## src/rtl/lnrw_pkg.sv

```systemverilog
// ----------------------------------------------------------------------------
// lnrw_pkg
// shared types and constants of the lcd nibble row writer
// ----------------------------------------------------------------------------
package lnrw_pkg;

	localparam int QDEPTH = 4;
	localparam int QAW = $clog2(QDEPTH);

	localparam logic [7:0] LCD_EN_BIT   = 8'h80;
	localparam logic [7:0] LCD_DATA_SEL = 8'h40;
	localparam logic [3:0] NIBBLE_MASK  = 4'hF;
	localparam logic [3:0] ASCII_ZERO_HI = 4'h3;
	localparam logic [7:0] CHAR_H       = 8'h48;
	localparam logic [7:0] CHAR_Z       = 8'h7A;
	localparam logic [7:0] OHM_CHAR     = 8'hF4;
	localparam logic [7:0] CURSOR_ROW0  = 8'h82;
	localparam logic [7:0] CURSOR_ROW1  = 8'hC2;

	localparam logic [0:0] OP_ROW = 1'b0;
	localparam logic [0:0] OP_RAW = 1'b1;

	// one lcd byte queued for serializing
	typedef struct packed {
		logic       sel;
		logic [7:0] code;
		logic       last;
	} lcd_byte_t;

	// queue status seen by either side
	typedef struct packed {
		logic full;
		logic empty;
	} q_status_t;

endpackage

```

## src/rtl/lcd_nibble_row_writer_unit.sv

```systemverilog
// ----------------------------------------------------------------------------
// lcd_nibble_row_writer_unit
// lcd requests to 74hc595 shift-register bytes, hd44780 4-bit mode
// ----------------------------------------------------------------------------
// an item is taken on a clock edge with start high and busy low. op 0 shows
// the low four decimal digits of value on a row, op 1 sends one raw byte.
// every lcd byte leaves as six shift bytes (disable, enable, disable for the
// high then the low nibble), one per cycle, each on shift_byte for a single
// cycle while strobe is high; last marks the final byte of an item.
// items give 42 bytes (row 0), 36 bytes (row 1) or 6 bytes (raw).
// the front holds busy from accept until the last byte of the item is pushed:
// a raw item goes straight to its push, a row update first runs the bcd
// conversion, then pushes that stall on the four-entry queue while the back
// drains it; bytes still queued lengthen the busy time.
// back to back, raw items are paced by the back and row updates by the front
// (accept, conversion, queue stalls).
// the receiver cannot stall; strobe is never held off.
// reset clears the queue and both control paths; no item is in flight after.
// ----------------------------------------------------------------------------
module lcd_nibble_row_writer_unit
	import lnrw_pkg::*;
(
	input  logic        clk,
	input  logic        arst_n,
	input  logic        start,
	output logic        busy,
	input  logic        op,
	input  logic        row,
	input  logic [31:0] value,
	input  logic        is_data,
	input  logic [7:0]  code_byte,
	output logic        strobe,
	output logic [7:0]  shift_byte,
	output logic        last
);

	q_status_t q_status;
	lcd_byte_t push_data;
	lcd_byte_t q_data;
	logic      push;
	logic      pop;

	lnrw_front u_front (
		.clk       (clk),
		.arst_n    (arst_n),
		.start     (start),
		.op        (op),
		.row       (row),
		.value     (value),
		.is_data   (is_data),
		.code_byte (code_byte),
		.busy      (busy),
		.q_status  (q_status),
		.push      (push),
		.push_data (push_data)
	);

	lnrw_fifo u_fifo (
		.clk    (clk),
		.arst_n (arst_n),
		.push   (push),
		.wdata  (push_data),
		.pop    (pop),
		.rdata  (q_data),
		.status (q_status)
	);

	lnrw_back u_back (
		.clk        (clk),
		.arst_n     (arst_n),
		.q_status   (q_status),
		.q_data     (q_data),
		.pop        (pop),
		.strobe     (strobe),
		.shift_byte (shift_byte),
		.last       (last)
	);

endmodule

```

## src/rtl/lnrw_fifo.sv

```systemverilog
// ----------------------------------------------------------------------------
// lnrw_fifo
// small register queue of lcd bytes between front and back
// ----------------------------------------------------------------------------
module lnrw_fifo
	import lnrw_pkg::*;
(
	input  logic      clk,
	input  logic      arst_n,
	input  logic      push,
	input  lcd_byte_t wdata,
	input  logic      pop,
	output lcd_byte_t rdata,
	output q_status_t status
);

	lcd_byte_t       mem_q [QDEPTH];
	logic [QAW-1:0]  wptr_q;
	logic [QAW-1:0]  rptr_q;
	logic [QAW:0]    count_q;
	logic            do_push;
	logic            do_pop;

	assign status.full  = (count_q == (QAW+1)'(QDEPTH));
	assign status.empty = (count_q == '0);
	assign do_push = push && !status.full;
	assign do_pop  = pop && !status.empty;
	assign rdata   = mem_q[rptr_q];

	always_ff @(posedge clk) begin
		if (do_push) begin
			mem_q[wptr_q] <= wdata;
		end
	end

	always_ff @(posedge clk or negedge arst_n) begin
		if (!arst_n) begin
			wptr_q  <= '0;
			rptr_q  <= '0;
			count_q <= '0;
		end else begin
			if (do_push) begin
				wptr_q <= wptr_q + 1'b1;
			end
			if (do_pop) begin
				rptr_q <= rptr_q + 1'b1;
			end
			case ({do_push, do_pop})
				2'b10:   count_q <= count_q + 1'b1;
				2'b01:   count_q <= count_q - 1'b1;
				default: count_q <= count_q;
			endcase
		end
	end

endmodule

```

## src/rtl/lnrw_front.sv

```systemverilog
// ----------------------------------------------------------------------------
// lnrw_front
// accepts requests, converts the row value to bcd, queues the lcd bytes
// ----------------------------------------------------------------------------
module lnrw_front
	import lnrw_pkg::*;
(
	input  logic        clk,
	input  logic        arst_n,
	input  logic        start,
	input  logic        op,
	input  logic        row,
	input  logic [31:0] value,
	input  logic        is_data,
	input  logic [7:0]  code_byte,
	output logic        busy,
	input  q_status_t   q_status,
	output logic        push,
	output lcd_byte_t   push_data
);

	typedef enum logic [1:0] {F_IDLE, F_CONV, F_PUSH} state_t;

	state_t      state_q;
	logic        op_q;
	logic        row_q;
	logic        is_data_q;
	logic [7:0]  code_q;
	logic [31:0] val_q;
	logic [15:0] bcd_q;
	logic [4:0]  cnt_q;
	logic [2:0]  idx_q;
	logic [15:0] bcd_adj;
	logic        accept;

	// add-3 correction per digit, carry out of the top digit dropped (mod 10000)
	always_comb begin
		for (int i = 0; i < 4; i++) begin
			bcd_adj[i*4 +: 4] = (bcd_q[i*4 +: 4] >= 4'd5) ?
				bcd_q[i*4 +: 4] + 4'd3 : bcd_q[i*4 +: 4];
		end
	end

	always_comb begin
		push_data.sel = 1'b1;
		unique case (idx_q)
			3'd0: begin
				push_data.code = (op_q == OP_RAW) ? code_q :
					(row_q ? CURSOR_ROW1 : CURSOR_ROW0);
				push_data.sel  = (op_q == OP_RAW) ? is_data_q : 1'b0;
			end
			3'd1:    push_data.code = {ASCII_ZERO_HI, bcd_q[15:12]};
			3'd2:    push_data.code = {ASCII_ZERO_HI, bcd_q[11:8]};
			3'd3:    push_data.code = {ASCII_ZERO_HI, bcd_q[7:4]};
			3'd4:    push_data.code = {ASCII_ZERO_HI, bcd_q[3:0]};
			3'd5:    push_data.code = row_q ? OHM_CHAR : CHAR_H;
			default: push_data.code = CHAR_Z;
		endcase
		if (op_q == OP_RAW) begin
			push_data.last = (idx_q == 3'd0);
		end else begin
			push_data.last = row_q ? (idx_q == 3'd5) : (idx_q == 3'd6);
		end
	end

	assign busy   = (state_q != F_IDLE);
	assign accept = start && !busy;
	assign push   = (state_q == F_PUSH) && !q_status.full;

	always_ff @(posedge clk or negedge arst_n) begin
		if (!arst_n) begin
			state_q   <= F_IDLE;
			op_q      <= 1'b0;
			row_q     <= 1'b0;
			is_data_q <= 1'b0;
			code_q    <= '0;
			val_q     <= '0;
			bcd_q     <= '0;
			cnt_q     <= '0;
			idx_q     <= '0;
		end else begin
			unique case (state_q)
				F_IDLE: begin
					if (accept) begin
						op_q      <= op;
						row_q     <= row;
						is_data_q <= is_data;
						code_q    <= code_byte;
						val_q     <= value;
						bcd_q     <= '0;
						cnt_q     <= '0;
						idx_q     <= '0;
						state_q   <= (op == OP_RAW) ? F_PUSH : F_CONV;
					end
				end
				F_CONV: begin
					bcd_q <= {bcd_adj[14:0], val_q[31]};
					val_q <= {val_q[30:0], 1'b0};
					cnt_q <= cnt_q + 1'b1;
					if (cnt_q == 5'd31) begin
						state_q <= F_PUSH;
					end
				end
				F_PUSH: begin
					if (push) begin
						idx_q <= idx_q + 1'b1;
						if (push_data.last) begin
							state_q <= F_IDLE;
						end
					end
				end
				default: state_q <= F_IDLE;
			endcase
		end
	end

endmodule

```

## src/rtl/lnrw_back.sv

```systemverilog
// ----------------------------------------------------------------------------
// lnrw_back
// splits each queued lcd byte into six shift-register bytes
// ----------------------------------------------------------------------------
module lnrw_back
	import lnrw_pkg::*;
(
	input  logic       clk,
	input  logic       arst_n,
	input  q_status_t  q_status,
	input  lcd_byte_t  q_data,
	output logic       pop,
	output logic       strobe,
	output logic [7:0] shift_byte,
	output logic       last
);

	lcd_byte_t  cur_q;
	logic [2:0] step_q;
	logic       active_q;
	logic       step_end;
	logic [3:0] nib;
	logic       en;

	assign step_end = active_q && (step_q == 3'd5);
	assign pop      = (!active_q || step_end) && !q_status.empty;
	assign nib      = (step_q < 3'd3) ? (cur_q.code[7:4] & NIBBLE_MASK)
	                                  : (cur_q.code[3:0] & NIBBLE_MASK);
	assign en       = (step_q == 3'd1) || (step_q == 3'd4);

	always_ff @(posedge clk) begin
		if (pop) begin
			cur_q <= q_data;
		end
	end

	always_ff @(posedge clk or negedge arst_n) begin
		if (!arst_n) begin
			step_q     <= '0;
			active_q   <= 1'b0;
			strobe     <= 1'b0;
			shift_byte <= '0;
			last       <= 1'b0;
		end else begin
			strobe     <= active_q;
			shift_byte <= (en ? LCD_EN_BIT : 8'h00) | (cur_q.sel ? LCD_DATA_SEL : 8'h00)
			              | {4'h0, nib};
			last       <= step_end && cur_q.last;
			if (pop) begin
				active_q <= 1'b1;
				step_q   <= '0;
			end else if (step_end) begin
				active_q <= 1'b0;
			end else if (active_q) begin
				step_q <= step_q + 1'b1;
			end
		end
	end

endmodule

```

## config.mk

```make
export PLATFORM = sky130hd
export DESIGN_NAME = lcd_nibble_row_writer_unit
export DESIGN_NICKNAME = d
export VERILOG_FILES = /design/src/rtl/lnrw_pkg.sv /design/src/rtl/lcd_nibble_row_writer_unit.sv /design/src/rtl/lnrw_fifo.sv /design/src/rtl/lnrw_front.sv /design/src/rtl/lnrw_back.sv
export SDC_FILE = /design/constraint.sdc
export NUM_CORES = 1
export LEC_CHECK = 0
export BUFFER_PORTS_ARGS = -buffer_cell sky130_fd_sc_hd__buf_4
export CAP_MARGIN = 15
export CORE_MARGIN = 1.5
export CORE_UTILIZATION = 50
export CTS_CLUSTER_DIAMETER = 50
export DETAILED_ROUTE_END_ITERATION = 8
export GPL_ROUTABILITY_DRIVEN = 0
export PLACE_DENSITY = 0.71
export SLEW_MARGIN = 0
export SYNTH_ARGS = -nofsm -noshare
export SYNTH_HDL_FRONTEND = slang
export SYNTH_HIERARCHICAL = 1
export SYNTH_SLANG_ARGS = --single-unit
export TNS_END_PERCENT = 5
```

## constraint.sdc

```tcl
create_clock -name clk -period 2.6 [get_ports clk]
set_input_delay 0.13 -clock clk [delete_from_list [all_inputs] [get_ports clk]]
set_output_delay 0.13 -clock clk [all_outputs]
set_load 0.01 [all_outputs]
```

==> results of run 1 <==
worst reg2reg max path: stages (launching register included):
cell	delay [ns]
dfrtp_1	0.46
nor3b_4	0.38
nor3b_2	0.12
nor2b_4	0.17
inv_1	0.08
ha_1	0.17
inv_1	0.06
fa_1	0.37
xor2_1	0.15
nor2_1	0.13
xor2_1	0.15
sequential cells by signal (all words and copies together) (netlist names), 2 cells and up:
name	cells
u_front/bcd_q	16
u_back/shift_byte	6
u_front/idx_q	3
u_front/state_q	2
u_back/cur_q	10
u_fifo/mem_q	40
u_front/code_q	8
u_fifo/rptr_q	2
u_fifo/wptr_q	2
u_back/step_q	3
u_front/cnt_q	5
u_front/val_q	32
u_fifo/count_q	3
logic make-up after synthesis:
kind of cell    share of synthesized area
xor+xnor                           0.0137
other cells                      0.000586
compound gates                      0.118
flops                               0.579
mux                                0.0740
simple gates                        0.120
fa+ha+maj                          0.0481
buf+inv                            0.0466
routing by layer:
layer / GRT usage / wire (µm)
met1: 0.235 / 5220
met2: 0.384 / 6870
met3: 0.0612 / 579
met4: 0.0829 / 271
met5: 0 / 0
path summary, 6_finish.rpt:
path | startpoint | endpoint | cells after the start | slack, ns
min in group asynchronous | arst_n | u_back/shift_byte[6]$_DFF_PN0_ | 2 | 0.34
max in group asynchronous | arst_n | u_front/val_q[20]$_DFFE_PN0P_ | 3 | 1.61
worst min-delay path | start | u_front/idx_q[2]$_DFFE_PN0P_ | 4 | 0.10
worst max-delay path | u_fifo/count_q[0]$_DFFE_PN0P_ | u_fifo/count_q[2]$_DFFE_PN0P_ | 10 | 0.30
worst min register to register | u_back/cur_q[9]$_DFFE_PP_ | u_back/shift_byte[6]$_DFF_PN0_ | 0 | 0.35
worst max register to register | u_fifo/count_q[0]$_DFFE_PN0P_ | u_fifo/count_q[2]$_DFFE_PN0P_ | 10 | 0.30
through the flow:
step | hold slack [ns] | total power [µW]
3_5_place_dp | 0.252 | 6590
5_1_grt | 0.131 | 9440
6_report | 0.100 | 8860
2_1_floorplan | -0.166 | 5800
3_3_place_gp | 0.239 | 6400
4_1_cts | 0.0846 | 8940
where the power goes:
part | internal, µW | switching [µW]
sequential | 3250 | 574
combinational | 1310 | 1460
clock | 1330 | 949
cell usage in the layout, fill, tap and decap left out, types with 5 or more instances in the layout:
cell type      count
mux4_2            10
dlygate4sd3_1     44
nand3_1           11
nor2_1            34
xnor2_1            6
clkbuf_16         17
inv_1             31
o2111ai_1          8
o21ai_0           10
mux2_2            12
mux2_1             6
nor2b_1            7
a31oi_1           31
nand2_1           83
clkinvlp_4         5
buf_4             59
ha_1              23
dfrtp_1           88
a22o_1             7
edfxtp_1          50
timing repair:
action	CTS	global route
hold buffers	44	0
endpoints found under the hold margin	99	0
buffers inserted	0	0
final cells by class:
| type | instances | area [µm²] |
|---|---|---|
| Timing Repair Buffer | 106 | 943 |
| Inverter | 32 | 120 |
| Sequential cell | 138 | 3700 |
| Tap cell | 172 | 215 |
| Clock buffer | 17 | 425 |
| Fill cell | 950 | 4610 |
| Clock inverter | 15 | 143 |
| Multi-Input combinational cell | 331 | 2410 |
==> flow_metrics.tcl, run 1 <==
set metrics [dict create \
    clockRootBuffer "clkbuf_16" \
    endpoint_kind "flop" \
    grt_max_degree 57 \
    drc 0 \
    first_global_vias 4377 \
    dp.cells 735 \
    final_area_um2 7960 \
    cp.required_ns 2.94 \
    clock_sinks 138 \
    grt_pass1_wl_um 21300 \
    grt_overflow 0 \
    syn_area_um2 6390 \
    maxCapViolations 0 \
    avgSynthCellArea_um2 12.1 \
    die_h_um 116 \
    clk_pin_slew_ns 0.06 \
    post_dp_cell_area_um2 6950 \
    synth_top_flop_cell "dfrtp_1" \
    path_class "reg -> reg" \
    outcome "finished, final reports clean" \
    synth-seq-cells 138 \
    port_buffers 54 \
    drv_slew 0 \
    min_path_type "in -> reg" \
    dieArea_um2 13500 \
    synth_edf_count 50 \
    p_leak_uw 0.00325 \
    dp.final_hpwl_um 8470 \
    antenna_found_initial 0 \
    synth.most_common_cell "dfrtp_1" \
    cts_buffers 17 \
    path_buf_inv 2 \
    crit_path_start_kind "flop" \
    dr.pass1.iters 5 \
    final_hold_viol_count 0 \
    routed_wl_um 12900 \
    netlist_top_cells_count "dfrtp_1 (88), nand2_1 (83), edfxtp_1 (50)" \
    cp_cell_sequence "nor3b_4 > nor3b_2 > nor2b_4 > inv_1 > ha_1 > inv_1 > fa_1 > xor2_1 > nor2_1 > xor2_1" \
    vias 4429 \
    cts_tree "yes" \
    vias_per_cell 5.46 \
    max_freq_mhz 435 \
    clk_latency_ns 0.42 \
    crit_family "simple AND/OR/NAND/NOR gates" \
    rsz0062_at_grt "false" \
    p_per_area_nw_per_um2 1110 \
    yosysTopAreaCell "dfrtp_1" \
    start_util 0.509 \
    cts_buffer_depth 2 \
    cpMaxStageDelayCell "dfrtp_1" \
    synth_cell_type_count 63 \
    synth_seq_area_share 0.579 \
    wl_per_cell_um 16.0 \
    postSynthCellCount 530 \
    arrival_ns 2.64 \
    drt-initial-drc-count 381 \
    synth_area_leaders "dfrtp_1 (34%), edfxtp_1 (23%), nand2_1 (4.9%), ha_1 (4.5%), mux4_2 (3.5%)" \
    track_usage 0.212 \
    syn2layout_area_growth_pct 24.4 \
    core_um2 12600 \
    ir_drop_uv 615 \
    fin_crit_sh 0.884 \
    maxSlewHeadroom 0.438 \
    final_core_util 0.633 \
    synthDominantCellAreaShare 0.344 \
    drive_gt1_frac 0.210 \
    slowest_delay_ns 0.46 \
    ios 57 \
    cts_resized 0 \
    tightest_slew_ns 0.841 \
    antenna_left 0 \
    insertedDiodeCount 0 \
    nets 696 \
    post-place-ws_ns 0.307 \
    fin_skew_ns 0.00733 \
    tns_ns 0 \
    finalNonFillerCells 811 \
    cts-htree-levels 4 \
    yosys_warnings 6 \
    rows 41 \
    worstPathMaxFanout 7 \
    finalSetupViolations 0 \
    die_w_um 116 \
    synthArstFlopShare 0.638 \
    period_needed_ns 2.30 \
    timing.final.ws_setup_ns 0.301 \
]
(Power assumes the default switching activity.)
==> run 2, diff against run 1 <==
CORE_ASPECT_RATIO = 2   (was default)
==> run 2 against run 1 <==
- sequential power about the same
- register-to-register slack got worse by 0.02 ns
- sequential cell count unchanged
- utilization decreased by 0.33 points
- final area decreased by 0.63%
- sequential share of layout area increased by 0.29 points
- via count increased by 0.84%
- clock skew increased by 0.0025 ns
- critical endpoint unchanged
==> flow_metrics.tcl, run 2 (same netlist as run 1, synthesis figures left out) <==
set metrics [dict create \
    grt_overflow 0 \
    final_area_um2 7910 \
    drc 0 \
    endpoint_kind "flop" \
    wirelength_met1_um 4860 \
    antenna_found_initial 0 \
    final_core_util 0.630 \
    core_um2 12600 \
    wl_met3_um 353 \
    clockRootBuffer "clkbuf_16" \
    worst_r2r_path_depth 11 \
    start_util 0.509 \
    finalNonFillerCells 793 \
    slowest_delay_ns 0.42 \
    min_path_type "in -> reg" \
    tns_ns 0 \
    rows 58 \
    finalSetupViolations 0 \
    dp.cells 717 \
    clk_latency_ns 0.41 \
    tightest_slew_ns 0.749 \
    final_cell_mix "dfrtp_1 (88), nand2_1 (83), buf_4 (66), edfxtp_1 (50), dlygate4sd3_1 (44)" \
    maxCapViolations 0 \
    cpMaxStageDelayCell "dfrtp_1" \
    antenna_left 0 \
    cts_buffer_depth 2 \
    max_freq_mhz 432 \
    top_register "u_fifo/mem_q" \
    drt-initial-drc-count 237 \
    path_buf_inv 2 \
    cts_tree "yes" \
    dr.pass1.iters 4 \
    drive_gt1_frac 0.212 \
    holdPathStages 4 \
    dieArea_um2 13500 \
    crit_path_start_kind "flop" \
    cp.depth 11 \
    ios 57 \
    cp.required_ns 2.93 \
    cts_buffers 17 \
    clock_sinks 138 \
    vias 4466 \
    min-delay-start "start" \
    worstPathMaxFanout 5 \
    crit_family "adder cells" \
    rrSetupSlack_ns 0.29 \
    path_class "reg -> reg" \
    outcome "finished, final reports clean" \
    ir_drop_uv 713 \
    cts_setup_buffers 0 \
    port_buffers 54 \
    fin_skew_ns 0.00980 \
    arrival_ns 2.65 \
    grt_pass1_wl_um 22700 \
    routed_wl_um 13500 \
    regToRegEndpoint "u_fifo/count_q[2]$_DFFE_PN0P_" \
    cp_cell_sequence "inv_1 > ha_1 > a21boi_2 > nor2_2 > o31a_2 > ha_1 > inv_1 > fa_1 > xor2_1 > nor2_1 > xor2_1" \
    drv_slew 0 \
    wl_met2_um 7920 \
    die_w_um 83.0 \
    p_per_area_nw_per_um2 1120 \
    period_needed_ns 2.31 \
    p_leak_uw 0.00326 \
    rsz0062_at_grt "false" \
    fin_crit_sh 0.890 \
    clk_pin_slew_ns 0.06 \
    nets 700 \
    largest_reg_flops 40 \
    insertedDiodeCount 0 \
    track_usage 0.216 \
    dp.final_hpwl_um 9450 \
    grt_max_degree 58 \
    final_hold_viol_count 0 \
    power_uw 8870 \
    layout_commonest_cell "dfrtp_1" \
    whs_endpoint "u_front/idx_q[2]$_DFFE_PN0P_" \
    syn2layout_area_growth_pct 23.7 \
    die_h_um 163 \
    post_dp_cell_area_um2 6910 \
    cts-htree-levels 4 \
    maxSlewHeadroom 0.501 \
    routed.top_layer "met4" \
    first_global_vias 4749 \
    vias_per_cell 5.63 \
    reg_top3 "u_fifo/mem_q (40), u_front/val_q (32), u_front/bcd_q (16)" \
    wl_per_cell_um 17.1 \
    r2r-start "u_back/step_q[1]$_DFFE_PN0P_" \
]
==> run 2: cell types whose count changed in the layout (fill, tap and decap cells not counted) <==
cell,previous run,this run
buf_4,59,66
inv_6,4,2
buf_12,3,0
clkbuf_1,0,2
clkinv_2,1,3
clkinvlp_4,5,3
==> run 2: through the flow <==
stage / setup WS, ns / hold WS (ns)
2_1_floorplan: 0.203 / -0.166
3_3_place_gp: 0.443 / 0.240
3_5_place_dp: 0.313 / 0.244
4_1_cts: 0.295 / 0.128
5_1_grt: 0.0805 / 0.172
6_report: 0.286 / 0.146
==> run 2: what timing repair did <==
item | in CTS | in global routing
hold buffers | 44 | 0
hold endpoints to repair | 99 | 0
resized for setup | 0 | 0
==> run 2: worst reg2reg max path: stages, from the launching register on <==
cell and delay [ns]:
dfrtp_1 0.42, inv_1 0.10, ha_1 0.24, a21boi_2 0.12
nor2_2 0.12, o31a_2 0.19, ha_1 0.19, inv_1 0.06
fa_1 0.37, xor2_1 0.15, nor2_1 0.12, xor2_1 0.17
==> run 2: layout make-up <==
class | count | area (µm²)
repair buffers | 110 | 936
flip-flops and latches | 138 | 3700
fillers | 944 | 4650
inverters | 32 | 120
clock buffers | 19 | 433
well taps | 150 | 188
multi-input cells | 331 | 2410
clock inverters | 13 | 120
==> run 2: how the worst max path moves through the flow <==
stage / slack, ns / endpoint / startpoint
5_1_grt: 0.08 / u_fifo/count_q[2]$_DFFE_PN0P_ / u_back/step_q[1]$_DFFE_PN0P_
3_5_place_dp: 0.31 / u_fifo/count_q[2]$_DFFE_PN0P_ / u_back/step_q[1]$_DFFE_PN0P_
2_1_floorplan: 0.20 / u_fifo/count_q[2]$_DFFE_PN0P_ / u_back/step_q[1]$_DFFE_PN0P_
4_1_cts: 0.29 / u_fifo/count_q[2]$_DFFE_PN0P_ / u_back/step_q[1]$_DFFE_PN0P_
6_report: 0.29 / u_fifo/count_q[2]$_DFFE_PN0P_ / u_back/step_q[1]$_DFFE_PN0P_
3_3_place_gp: 0.44 / u_fifo/count_q[2]$_DFFE_PN0P_ / u_back/step_q[1]$_DFFE_PN0P_
==> run 2: power breakdown <==
group / leakage (µW) / internal (µW) / switching, µW
Combinational: 0.00148 / 1320 / 1510
Clock: 0.000264 / 1320 / 914
Sequential: 0.00151 / 3240 / 569
Total: 0.00326 / 5880 / 2990
==> run 2: metal layers <==
metal | track usage | up-vias
met5 | 0 | -
met4 | 0.108 | 0
met3 | 0.0451 | 27
met2 | 0.423 | 102
met1 | 0.209 | 2234
li1 | - | 2103
